[src/lfs_pkg.sv]
package lfs_pkg;

	// Field widths of the channels.
	localparam int WIDTH_W = 8;
	localparam int POS_W   = 7;
	localparam int SPEED_W = 15;
	localparam int THR_W   = 8;
	localparam int DRIVE_W = 16;
	localparam int CFG_IDX_W  = 3;
	localparam int CFG_DATA_W = 15;

	// Speed ratio numerator: the ratio is RATIO_FULL / 320 at most and RATIO_MIN / 320 at least.
	localparam int RATIO_W = 9;
	localparam logic [RATIO_W-1:0] RATIO_FULL = 9'd320;
	localparam logic [RATIO_W-1:0] RATIO_MIN  = 9'd64;
	// Error magnitudes up to this value keep full speed.
	localparam int DEAD_ZONE = 6;
	// Error magnitudes from this value on sit on the minimum ratio.
	localparam int RATIO_KNEE = 64;
	// Reciprocal of five in 16 fractional bits, rounded down.
	localparam logic [13:0] RECIP5 = 14'd13107;

	// Register indexes of the configuration port.
	typedef enum logic [CFG_IDX_W-1:0] {
		REG_ENABLE     = 3'd0,
		REG_BASE_SPEED = 3'd1,
		REG_MIN_SPEED  = 3'd2,
		REG_MAX_SPEED  = 3'd3,
		REG_MAX_TURN   = 3'd4,
		REG_LOST_THR   = 3'd5
	} lfs_reg_t;

	// Reset values of the registers.
	localparam logic [SPEED_W-1:0] BASE_SPEED_RST = 15'd3000;
	localparam logic [SPEED_W-1:0] MIN_SPEED_RST  = 15'd1000;
	localparam logic [SPEED_W-1:0] MAX_SPEED_RST  = 15'd6000;
	localparam logic [SPEED_W-1:0] MAX_TURN_RST   = 15'd2000;
	localparam logic [THR_W-1:0]   LOST_THR_RST   = 8'd5;

	// Turn direction codes, two bits two's complement.
	localparam logic signed [1:0] DIR_NONE  = 2'sb00;
	localparam logic signed [1:0] DIR_LEFT  = 2'sb11;
	localparam logic signed [1:0] DIR_RIGHT = 2'sb01;

endpackage

[src/lfs_ifs.sv]
// Line-sensor frame channel.
interface lfs_frame_if import lfs_pkg::*; ();
	logic               valid;
	logic               ready;
	logic [WIDTH_W-1:0] stripe_width;
	logic [POS_W-1:0]   line_position;

	modport source (output valid, output stripe_width, output line_position, input ready);
	modport sink   (input valid, input stripe_width, input line_position, output ready);
endinterface

// Wheel drive result channel.
interface lfs_drive_if import lfs_pkg::*; ();
	logic                      valid;
	logic                      ready;
	logic signed [DRIVE_W-1:0] left_drive;
	logic signed [DRIVE_W-1:0] right_drive;
	logic                      searching;

	modport source (output valid, output left_drive, output right_drive, output searching,
		input ready);
	modport sink   (input valid, input left_drive, input right_drive, input searching,
		output ready);
endinterface

// Configuration write channel.
interface lfs_cfg_if import lfs_pkg::*; ();
	logic                  valid;
	logic                  ready;
	logic [CFG_IDX_W-1:0]  index;
	logic [CFG_DATA_W-1:0] data;

	modport source (output valid, output index, output data, input ready);
	modport sink   (input valid, input index, input data, output ready);
endinterface

[src/line_follow_steering.sv]
// Channel | Role   | Payload
// frame   | sink   | stripe_width[7:0], line_position[6:0]
// drive   | source | left_drive[15:0] signed, right_drive[15:0] signed, searching
// cfg     | sink   | index[2:0], data[14:0], always ready
//
// A tracking item passes from its acceptance through six steps, MUL1, MUL2, DIV, MUL3, TURN and
// OUT (three on the one shared multiplier), with frame.ready low until OUT has loaded the result.
// A search-spin item goes from acceptance straight to OUT, which loads its result; an item
// taken while disabled gives no result.
// arst_n clears the sequencer, counter, turn direction and result slot, loads reset values.
// A stalled drive channel holds the sequencer in its last step until the result slot frees.
module line_follow_steering import lfs_pkg::*; #(
	parameter int SENSOR_CENTER = 64
) (
	input  logic         clk,
	input  logic         arst_n,
	lfs_frame_if.sink    frame,
	lfs_drive_if.source  drive,
	lfs_cfg_if.sink      cfg
);

	// Error width covers line positions minus the center, magnitude one bit less.
	localparam int EW  = $clog2(SENSOR_CENTER + 128) + 1;
	// Shared multiplier operand and product widths.
	localparam int MAW = 19;
	localparam int MBW = (EW > 15) ? EW : 15;
	localparam int PW  = MAW + MBW;

	typedef enum logic [2:0] {
		S_IDLE,
		S_MUL1,
		S_MUL2,
		S_DIV,
		S_MUL3,
		S_TURN,
		S_OUT
	} state_t;

	state_t state_q;

	// Configuration registers.
	logic               enable_q;
	logic [SPEED_W-1:0] base_q;
	logic [SPEED_W-1:0] min_q;
	logic [SPEED_W-1:0] max_q;
	logic [SPEED_W-1:0] turn_max_q;
	logic [THR_W-1:0]   thr_q;

	// Block state and working registers.
	logic [7:0]               lost_q;
	logic signed [1:0]        dir_q;
	logic                     srch_q;
	logic signed [EW-1:0]     e_q;
	logic [RATIO_W-1:0]       r_q;
	logic signed [PW-1:0]     prod_q;
	logic [17:0]              y_q;
	logic [SPEED_W-1:0]       speed_q;
	logic signed [DRIVE_W-1:0] turn_q;
	logic                      out_valid_q;
	logic signed [DRIVE_W-1:0] left_q;
	logic signed [DRIVE_W-1:0] right_q;
	logic                      searching_q;

	logic in_acc;
	logic out_free;

	assign frame.ready = (state_q == S_IDLE);
	assign in_acc      = frame.valid && frame.ready;
	assign out_free    = !out_valid_q || drive.ready;

	assign cfg.ready         = 1'b1;
	assign drive.valid       = out_valid_q;
	assign drive.left_drive  = left_q;
	assign drive.right_drive = right_q;
	assign drive.searching   = searching_q;

	// Configuration writes; unknown indexes are ignored.
	always_ff @(posedge clk or negedge arst_n) begin
		if (!arst_n) begin
			enable_q   <= 1'b1;
			base_q     <= BASE_SPEED_RST;
			min_q      <= MIN_SPEED_RST;
			max_q      <= MAX_SPEED_RST;
			turn_max_q <= MAX_TURN_RST;
			thr_q      <= LOST_THR_RST;
		end else if (cfg.valid && cfg.ready) begin
			unique case (lfs_reg_t'(cfg.index))
				REG_ENABLE:     enable_q   <= cfg.data[0];
				REG_BASE_SPEED: base_q     <= cfg.data;
				REG_MIN_SPEED:  min_q      <= cfg.data;
				REG_MAX_SPEED:  max_q      <= cfg.data;
				REG_MAX_TURN:   turn_max_q <= cfg.data;
				REG_LOST_THR:   thr_q      <= cfg.data[THR_W-1:0];
				default: ;
			endcase
		end
	end

	// Position error, its magnitude and the speed ratio numerator of the incoming frame.
	logic signed [EW-1:0] e_c;
	logic [EW-2:0]        mag_c;
	logic [RATIO_W-1:0]   r_c;
	logic [7:0]           lost_inc_c;
	logic                 blank_c;
	logic                 spin_c;

	always_comb begin
		e_c   = $signed(EW'(frame.line_position)) - $signed(EW'(SENSOR_CENTER));
		mag_c = e_c[EW-1] ? (EW-1)'(-e_c) : e_c[EW-2:0];
		if (mag_c <= (EW-1)'(DEAD_ZONE)) begin
			r_c = RATIO_FULL;
		end else if (mag_c >= (EW-1)'(RATIO_KNEE)) begin
			r_c = RATIO_MIN;
		end else begin
			r_c = RATIO_FULL - RATIO_W'({mag_c[5:0], 2'b00});
		end
		lost_inc_c = (lost_q == 8'hFF) ? lost_q : lost_q + 8'd1;
		blank_c    = (frame.stripe_width == '0);
		spin_c     = blank_c && (lost_inc_c > thr_q);
	end

	// Operand selection of the shared multiplier.
	logic signed [MAW-1:0] mul_a;
	logic signed [MBW-1:0] mul_b;
	logic signed [PW-1:0]  mul_p;

	always_comb begin
		unique case (state_q)
			S_MUL1: begin
				mul_a = $signed(MAW'(base_q));
				mul_b = $signed(MBW'(r_q));
			end
			S_MUL2: begin
				mul_a = $signed(MAW'(prod_q[23:6]));
				mul_b = $signed(MBW'(RECIP5));
			end
			S_MUL3: begin
				mul_a = $signed(MAW'(speed_q));
				mul_b = MBW'(e_q);
			end
			default: begin
				mul_a = '0;
				mul_b = '0;
			end
		endcase
		mul_p = PW'(mul_a) * PW'(mul_b);
	end

	// Divide by five with one correction step, then clamp the speed.
	logic [14:0]        q0_c;
	logic [17:0]        rem_c;
	logic [15:0]        sp_raw_c;
	logic [SPEED_W-1:0] speed_c;

	always_comb begin
		q0_c     = prod_q[30:16];
		rem_c    = y_q - ({3'b000, q0_c} + {1'b0, q0_c, 2'b00});
		sp_raw_c = (rem_c >= 18'd5) ? 16'(q0_c) + 16'd1 : 16'(q0_c);
		if (sp_raw_c > 16'(base_q)) begin
			speed_c = base_q;
		end else if (sp_raw_c < 16'(min_q)) begin
			speed_c = min_q;
		end else begin
			speed_c = sp_raw_c[SPEED_W-1:0];
		end
	end

	// Turn term: divide by 64 toward zero, then clamp to the turn limit.
	logic signed [PW-1:0]      t_div_c;
	logic signed [PW-1:0]      t_lim_c;
	logic signed [DRIVE_W-1:0] turn_c;

	always_comb begin
		t_div_c = (prod_q + (prod_q[PW-1] ? PW'(63) : PW'(0))) >>> 6;
		t_lim_c = $signed(PW'(turn_max_q));
		if (t_div_c > t_lim_c) begin
			turn_c = DRIVE_W'(t_lim_c);
		end else if (t_div_c < -t_lim_c) begin
			turn_c = DRIVE_W'(-t_lim_c);
		end else begin
			turn_c = DRIVE_W'(t_div_c);
		end
	end

	// Wheel levels, upper bound tested first; search spin levels.
	logic signed [DRIVE_W:0]   sum_l_c;
	logic signed [DRIVE_W:0]   sum_r_c;
	logic signed [DRIVE_W:0]   lo_c;
	logic signed [DRIVE_W:0]   hi_c;
	logic signed [DRIVE_W-1:0] left_c;
	logic signed [DRIVE_W-1:0] right_c;
	logic signed [DRIVE_W-1:0] spin_l_c;

	always_comb begin
		lo_c    = $signed((DRIVE_W+1)'(min_q));
		hi_c    = $signed((DRIVE_W+1)'(max_q));
		sum_l_c = $signed((DRIVE_W+1)'(speed_q)) - (DRIVE_W+1)'(turn_q);
		sum_r_c = $signed((DRIVE_W+1)'(speed_q)) + (DRIVE_W+1)'(turn_q);
		if (sum_l_c > hi_c) begin
			left_c = DRIVE_W'(hi_c);
		end else if (sum_l_c < lo_c) begin
			left_c = DRIVE_W'(lo_c);
		end else begin
			left_c = DRIVE_W'(sum_l_c);
		end
		if (sum_r_c > hi_c) begin
			right_c = DRIVE_W'(hi_c);
		end else if (sum_r_c < lo_c) begin
			right_c = DRIVE_W'(lo_c);
		end else begin
			right_c = DRIVE_W'(sum_r_c);
		end
		if (dir_q == DIR_RIGHT) begin
			spin_l_c = $signed(DRIVE_W'(min_q));
		end else if (dir_q == DIR_LEFT) begin
			spin_l_c = -$signed(DRIVE_W'(min_q));
		end else begin
			spin_l_c = '0;
		end
	end

	// Sequencer, block state and the result register.
	always_ff @(posedge clk or negedge arst_n) begin
		if (!arst_n) begin
			state_q     <= S_IDLE;
			lost_q      <= '0;
			dir_q       <= DIR_NONE;
			out_valid_q <= 1'b0;
			srch_q      <= 1'b0;
			e_q         <= '0;
			r_q         <= '0;
			prod_q      <= '0;
			y_q         <= '0;
			speed_q     <= '0;
			turn_q      <= '0;
			left_q      <= '0;
			right_q     <= '0;
			searching_q <= 1'b0;
		end else begin
			// A taken result frees the slot unless the next one is loaded now.
			if (drive.valid && drive.ready && state_q != S_OUT) begin
				out_valid_q <= 1'b0;
			end
			unique case (state_q)
				S_IDLE: begin
					if (in_acc && enable_q) begin
						lost_q  <= blank_c ? lost_inc_c : 8'd0;
						srch_q  <= spin_c;
						e_q     <= e_c;
						r_q     <= r_c;
						state_q <= spin_c ? S_OUT : S_MUL1;
					end
				end
				S_MUL1: begin
					prod_q  <= mul_p;
					state_q <= S_MUL2;
				end
				S_MUL2: begin
					y_q     <= prod_q[23:6];
					prod_q  <= mul_p;
					state_q <= S_DIV;
				end
				S_DIV: begin
					speed_q <= speed_c;
					state_q <= S_MUL3;
				end
				S_MUL3: begin
					prod_q  <= mul_p;
					state_q <= S_TURN;
				end
				S_TURN: begin
					turn_q  <= turn_c;
					dir_q   <= (turn_c > 0) ? DIR_RIGHT : DIR_LEFT;
					state_q <= S_OUT;
				end
				S_OUT: begin
					if (out_free) begin
						out_valid_q <= 1'b1;
						searching_q <= srch_q;
						left_q      <= srch_q ? spin_l_c : left_c;
						right_q     <= srch_q ? -spin_l_c : right_c;
						state_q     <= S_IDLE;
					end
				end
				default: state_q <= S_IDLE;
			endcase
		end
	end

endmodule

[src/flat_wrapper.sv]
// flat-port wrapper written by rule: the top's interface ports become plain ports
module line_follow_steering_flat import lfs_pkg::*;
#(
	parameter int SENSOR_CENTER = 64
)
  (clk, arst_n, frame_valid, frame_stripe_width, frame_line_position, frame_ready, drive_valid, drive_left_drive, drive_right_drive, drive_searching, drive_ready, cfg_valid, cfg_index, cfg_data, cfg_ready);
  lfs_frame_if frame_i ();
  lfs_drive_if drive_i ();
  lfs_cfg_if cfg_i ();
  input  logic clk;
  input  logic arst_n;
  input wire logic [$bits(frame_i.valid)-1:0] frame_valid;
  input wire logic [$bits(frame_i.stripe_width)-1:0] frame_stripe_width;
  input wire logic [$bits(frame_i.line_position)-1:0] frame_line_position;
  output wire logic [$bits(frame_i.ready)-1:0] frame_ready;
  output wire logic [$bits(drive_i.valid)-1:0] drive_valid;
  output wire logic [$bits(drive_i.left_drive)-1:0] drive_left_drive;
  output wire logic [$bits(drive_i.right_drive)-1:0] drive_right_drive;
  output wire logic [$bits(drive_i.searching)-1:0] drive_searching;
  input wire logic [$bits(drive_i.ready)-1:0] drive_ready;
  input wire logic [$bits(cfg_i.valid)-1:0] cfg_valid;
  input wire logic [$bits(cfg_i.index)-1:0] cfg_index;
  input wire logic [$bits(cfg_i.data)-1:0] cfg_data;
  output wire logic [$bits(cfg_i.ready)-1:0] cfg_ready;
  assign frame_i.valid = frame_valid;
  assign frame_i.stripe_width = frame_stripe_width;
  assign frame_i.line_position = frame_line_position;
  assign frame_ready = frame_i.ready;
  assign drive_valid = drive_i.valid;
  assign drive_left_drive = drive_i.left_drive;
  assign drive_right_drive = drive_i.right_drive;
  assign drive_searching = drive_i.searching;
  assign drive_i.ready = drive_ready;
  assign cfg_i.valid = cfg_valid;
  assign cfg_i.index = cfg_index;
  assign cfg_i.data = cfg_data;
  assign cfg_ready = cfg_i.ready;
  line_follow_steering #(.SENSOR_CENTER(SENSOR_CENTER)) u_core (.clk(clk), .arst_n(arst_n), .frame(frame_i), .drive(drive_i), .cfg(cfg_i));
endmodule
[config.mk]
export PLATFORM = sky130hd
export DESIGN_NAME = line_follow_steering_flat
export DESIGN_NICKNAME = d
export VERILOG_FILES = /design/src/lfs_pkg.sv /design/src/lfs_ifs.sv /design/src/line_follow_steering.sv /design/src/flat_wrapper.sv
export SDC_FILE = /design/constraint.sdc
export NUM_CORES = 1
export LEC_CHECK = 0
export CORE_ASPECT_RATIO = 1.1
export CORE_MARGIN = 8
export CORE_UTILIZATION = 50
export DETAILED_ROUTE_END_ITERATION = 8
export DONT_BUFFER_PORTS = 1
export PLACE_DENSITY_LB_ADDON = 0.3
export SYNTH_ARGS = -nofsm -noshare
export SYNTH_HDL_FRONTEND = slang
export SYNTH_SLANG_ARGS = --single-unit
[constraint.sdc]
create_clock -name clk -period 12.08 [get_ports clk]
set_clock_uncertainty 0.15 [all_clocks]
set_input_delay 1.812 -clock clk [delete_from_list [all_inputs] [get_ports clk]]
set_output_delay 1.812 -clock clk [all_outputs]
set_load 0.02 [all_outputs]
==> flow_metrics.py <==
metrics = {
    "sta": {
        "fmax_mhz": 114,
        "relSlewSlack_pct": 8.10,
        "rsz0062_at_grt": "false",
        "setup_viol": 0,
        "maxSlewViolCount": 0,
        "finalCriticalPeriod_ns": 8.79,
        "tns_ns": 0,
        "max_slew.worst_pin.slew_ns": 1.38,
        "hold_violations": 0,
        "period_share_pct": 72.8,
    },
    "worst_setup_path": {
        "start_kind": "register",
        "cp.required_ns": 12.35,
        "critPathMaxFanout": 25,
        "worstSetupPathType": "reg -> reg",
        "r2r_slack_ns": 3.29,
        "worst_ep_arrival_time_ns": 9.07,
        "crit_path_end_kind": "register",
    },
    "global_route": {
        "grt_start_max_net_pins": 215,
        "grt_usage_pct": 27.6,
        "grt_pass1_vias": 23400,
        "overflow": 0,
        "antenna_found_initial": 3,
        "grt_pass1_wl_mm": 134,
    },
    "synth": {
        "synth.largest_area_cell": "dfrtp_1",
        "syn_area_per_cell_um2": 8.53,
        "yosys_warnings": 0,
        "yosysMostFrequentCell": "inv_1",
        "yosys-top-cells-area": "dfrtp_1 (17%), fa_1 (16%), ha_1 (15%), inv_1 (5.8%), nand2_1 (4.7%)",
        "syn_area_mm2": 0.0269,
        "synth_common_cells": "inv_1 (417), nand2_1 (340), ha_1 (321)",
        "synth-edff-count": 0,
        "synth_ff_type": "dfrtp_1",
        "async_flop_share_pct": 100,
        "postSynthCellCount": 3158,
        "synth-seq-cells": 214,
        "ys_seq_area_share_pct": 20.0,
        "synth_cell_type_count": 95,
        "synth_top_area_share_pct": 17.2,
    },
    "floorplan": {
        "core_mm2": 0.0535,
        "dieArea_mm2": 0.0615,
        "std_cell_rows": 89,
        "ioPinCount": 74,
        "fp.dieW_um": 237,
        "start_util_pct": 50.4,
        "die_h_um": 259,
    },
    "routing": {
        "vias_per_cell": 6.08,
        "routed_wl_mm": 85.6,
        "drc": 0,
        "met2_length_mm": 40.5,
        "ant_nets": 0,
        "wire_per_inst_um": 22.5,
        "dr.pass1.iters": 6,
        "wl_met1_mm": 34.4,
        "vias": 23100,
        "drt_iter0_drc": 1871,
        "top_layer": "met5",
        "dr_wl_met3_mm": 5.46,
    },
    "clock_tree": {
        "numCtsBuffers": 26,
        "ctsResizeCount": 0,
        "clk_pin_slew_worst_paths_ns": 0.06,
        "cts.root.buffer_cell": "clkbuf_16",
        "post_cts_buffers": 0,
        "cts_max_level": 1,
        "postCtsHoldBufs": 0,
        "cts_sinks": 214,
        "cts_tree": "done",
        "ctsLongestPathBuffers": 3,
        "clkLatencyLatePin_ns": 0.58,
    },
    "placement": {
        "gp_congestion": 0.993,
        "portBuffers": 0,
        "place_area_mm2": 0.0276,
        "dp_hpwl_mm": 69.1,
    },
    "run_status": {
        "status": "completed",
    },
    "finish": {
        "stdcell_area_mm2": 0.0286,
        "area_growth_pct": 6.04,
        "drive_gt1_share_pct": 6.06,
        "final_nets": 3680,
    },
    "run": {
        "cap_violations": 0,
    },
    "hold_path": {
        "min_path_type": "reg -> reg",
    },
}
[sequential cells by signal (all words and copies together), names as in the netlist]
signal / cells
u_core.drive.searching: 1
u_core.turn_q: 16
u_core.prod_q: 34
u_core.drive.valid: 1
u_core.dir_q: 2
u_core.max_q: 15
u_core.lost_q: 8
u_core.r_q: 7
u_core.drive.right_drive: 16
u_core.e_q: 7
u_core.state_q: 3
u_core.base_q: 15
u_core.min_q: 15
u_core.turn_max_q: 15
u_core.y_q: 18
u_core.drive.left_drive: 16
u_core.srch_q: 1
u_core.thr_q: 8
u_core.enable_q: 1
u_core.speed_q: 15
[layout make-up]
class | instances | area [um^2]
fill | 4923 | 24900
multi-input combinational | 2404 | 19500
sequential | 214 | 5390
inverter | 424 | 1590
tap | 682 | 853
clock buffer | 31 | 709
clock inverter | 16 | 250
timing repair buffer | 30 | 225
antenna | 4 | 10.0
[metal layers]
| layer | vias to the layer above | track usage, % |
|---|---|---|
| li1 | 10600 | - |
| met1 | 11300 | 34.0 |
| met2 | 933 | 46.3 |
| met3 | 233 | 3.90 |
| met4 | 4 | 15.3 |
| met5 | - | 0 |
[path summary, 6_finish.rpt]
check                                   from              endpoint  cells past startpoint
max reg2reg                u_core.state_q[1]     u_core.prod_q[33]                     24
max                        u_core.state_q[1]     u_core.prod_q[33]                     24
min                            u_core.e_q[0]         u_core.e_q[0]                      2
min in group asynchronous             arst_n  u_core.turn_max_q[5]                      0
min reg2reg                    u_core.e_q[0]         u_core.e_q[0]                      2
max in group asynchronous             arst_n     u_core.base_q[11]                      0
[stage by stage]
step / util, % / hold WS, ns / std cells / setup slack, ns
floorplan: - / 0.300 / 3175 / 4.58
global placement: 51.6 / 0.327 / 3754 / 3.50
detailed placement: 51.6 / 0.330 / 3754 / 3.37
CTS: 53.4 / 0.352 / 3801 / 3.33
global route: 53.4 / 0.366 / 3802 / 2.74
finish: 53.4 / 0.348 / 3805 / 3.29
[kinds of logic (layout without fill, tap and decap cells)]
family                   Yosys count  in the layout  synth area share [%]
AND/OR/NAND/NOR                  909            909                  15.8
AO/OA/AOI/OAI                    688            688                  16.3
buffers and inverters            557            501                  7.89
adder cells (fa/ha/maj)          542            542                  31.3
flip-flops                       214            214                  20.0
XOR/XNOR                         157            157                  5.13
multiplexers                      89             89                  3.48
other                              2             23                0.0279
[placed cells by master, fill, tap and decap left out, drive strengths merged, types with 34 or more instances in the layout]
master / netlist / layout
inv: 421 / 423
nand2: 341 / 341
ha: 321 / 321
nor2: 223 / 223
fa: 221 / 221
o21ai: 189 / 189
dfrtp: 185 / 185
a21oi: 164 / 164
xnor2: 112 / 112
nor3: 65 / 65
nand3: 59 / 59
a21o: 53 / 53
mux2i: 52 / 52
xor2: 45 / 45
nand4: 40 / 40
mux2: 37 / 37
a22oi: 36 / 36
nand2b: 35 / 35
o21a: 35 / 35
nor2b: 34 / 34
[worst max-delay path: stages, from the launching register on]
cell and delay (ns):
dfrtp_1 0.78, nand2b_1 0.32, nand2b_1 0.79, nand2_1 0.55
nand2_1 0.17, inv_1 0.12, fa_1 0.44, fa_1 0.53
fa_1 0.55, fa_1 0.52, fa_1 0.55, inv_1 0.06
fa_1 0.53, inv_1 0.04, ha_1 0.33, a21o_1 0.20
nor4_1 0.20, o211ai_1 0.20, a31oi_1 0.32, o21bai_1 0.21
a221oi_1 0.50, o21ai_0 0.15, a31oi_1 0.22, xnor2_1 0.14
o21ai_1 0.07
Power is not shown: default switching activity piles up to over one toggle a cycle in this logic, so the estimate is an artifact.
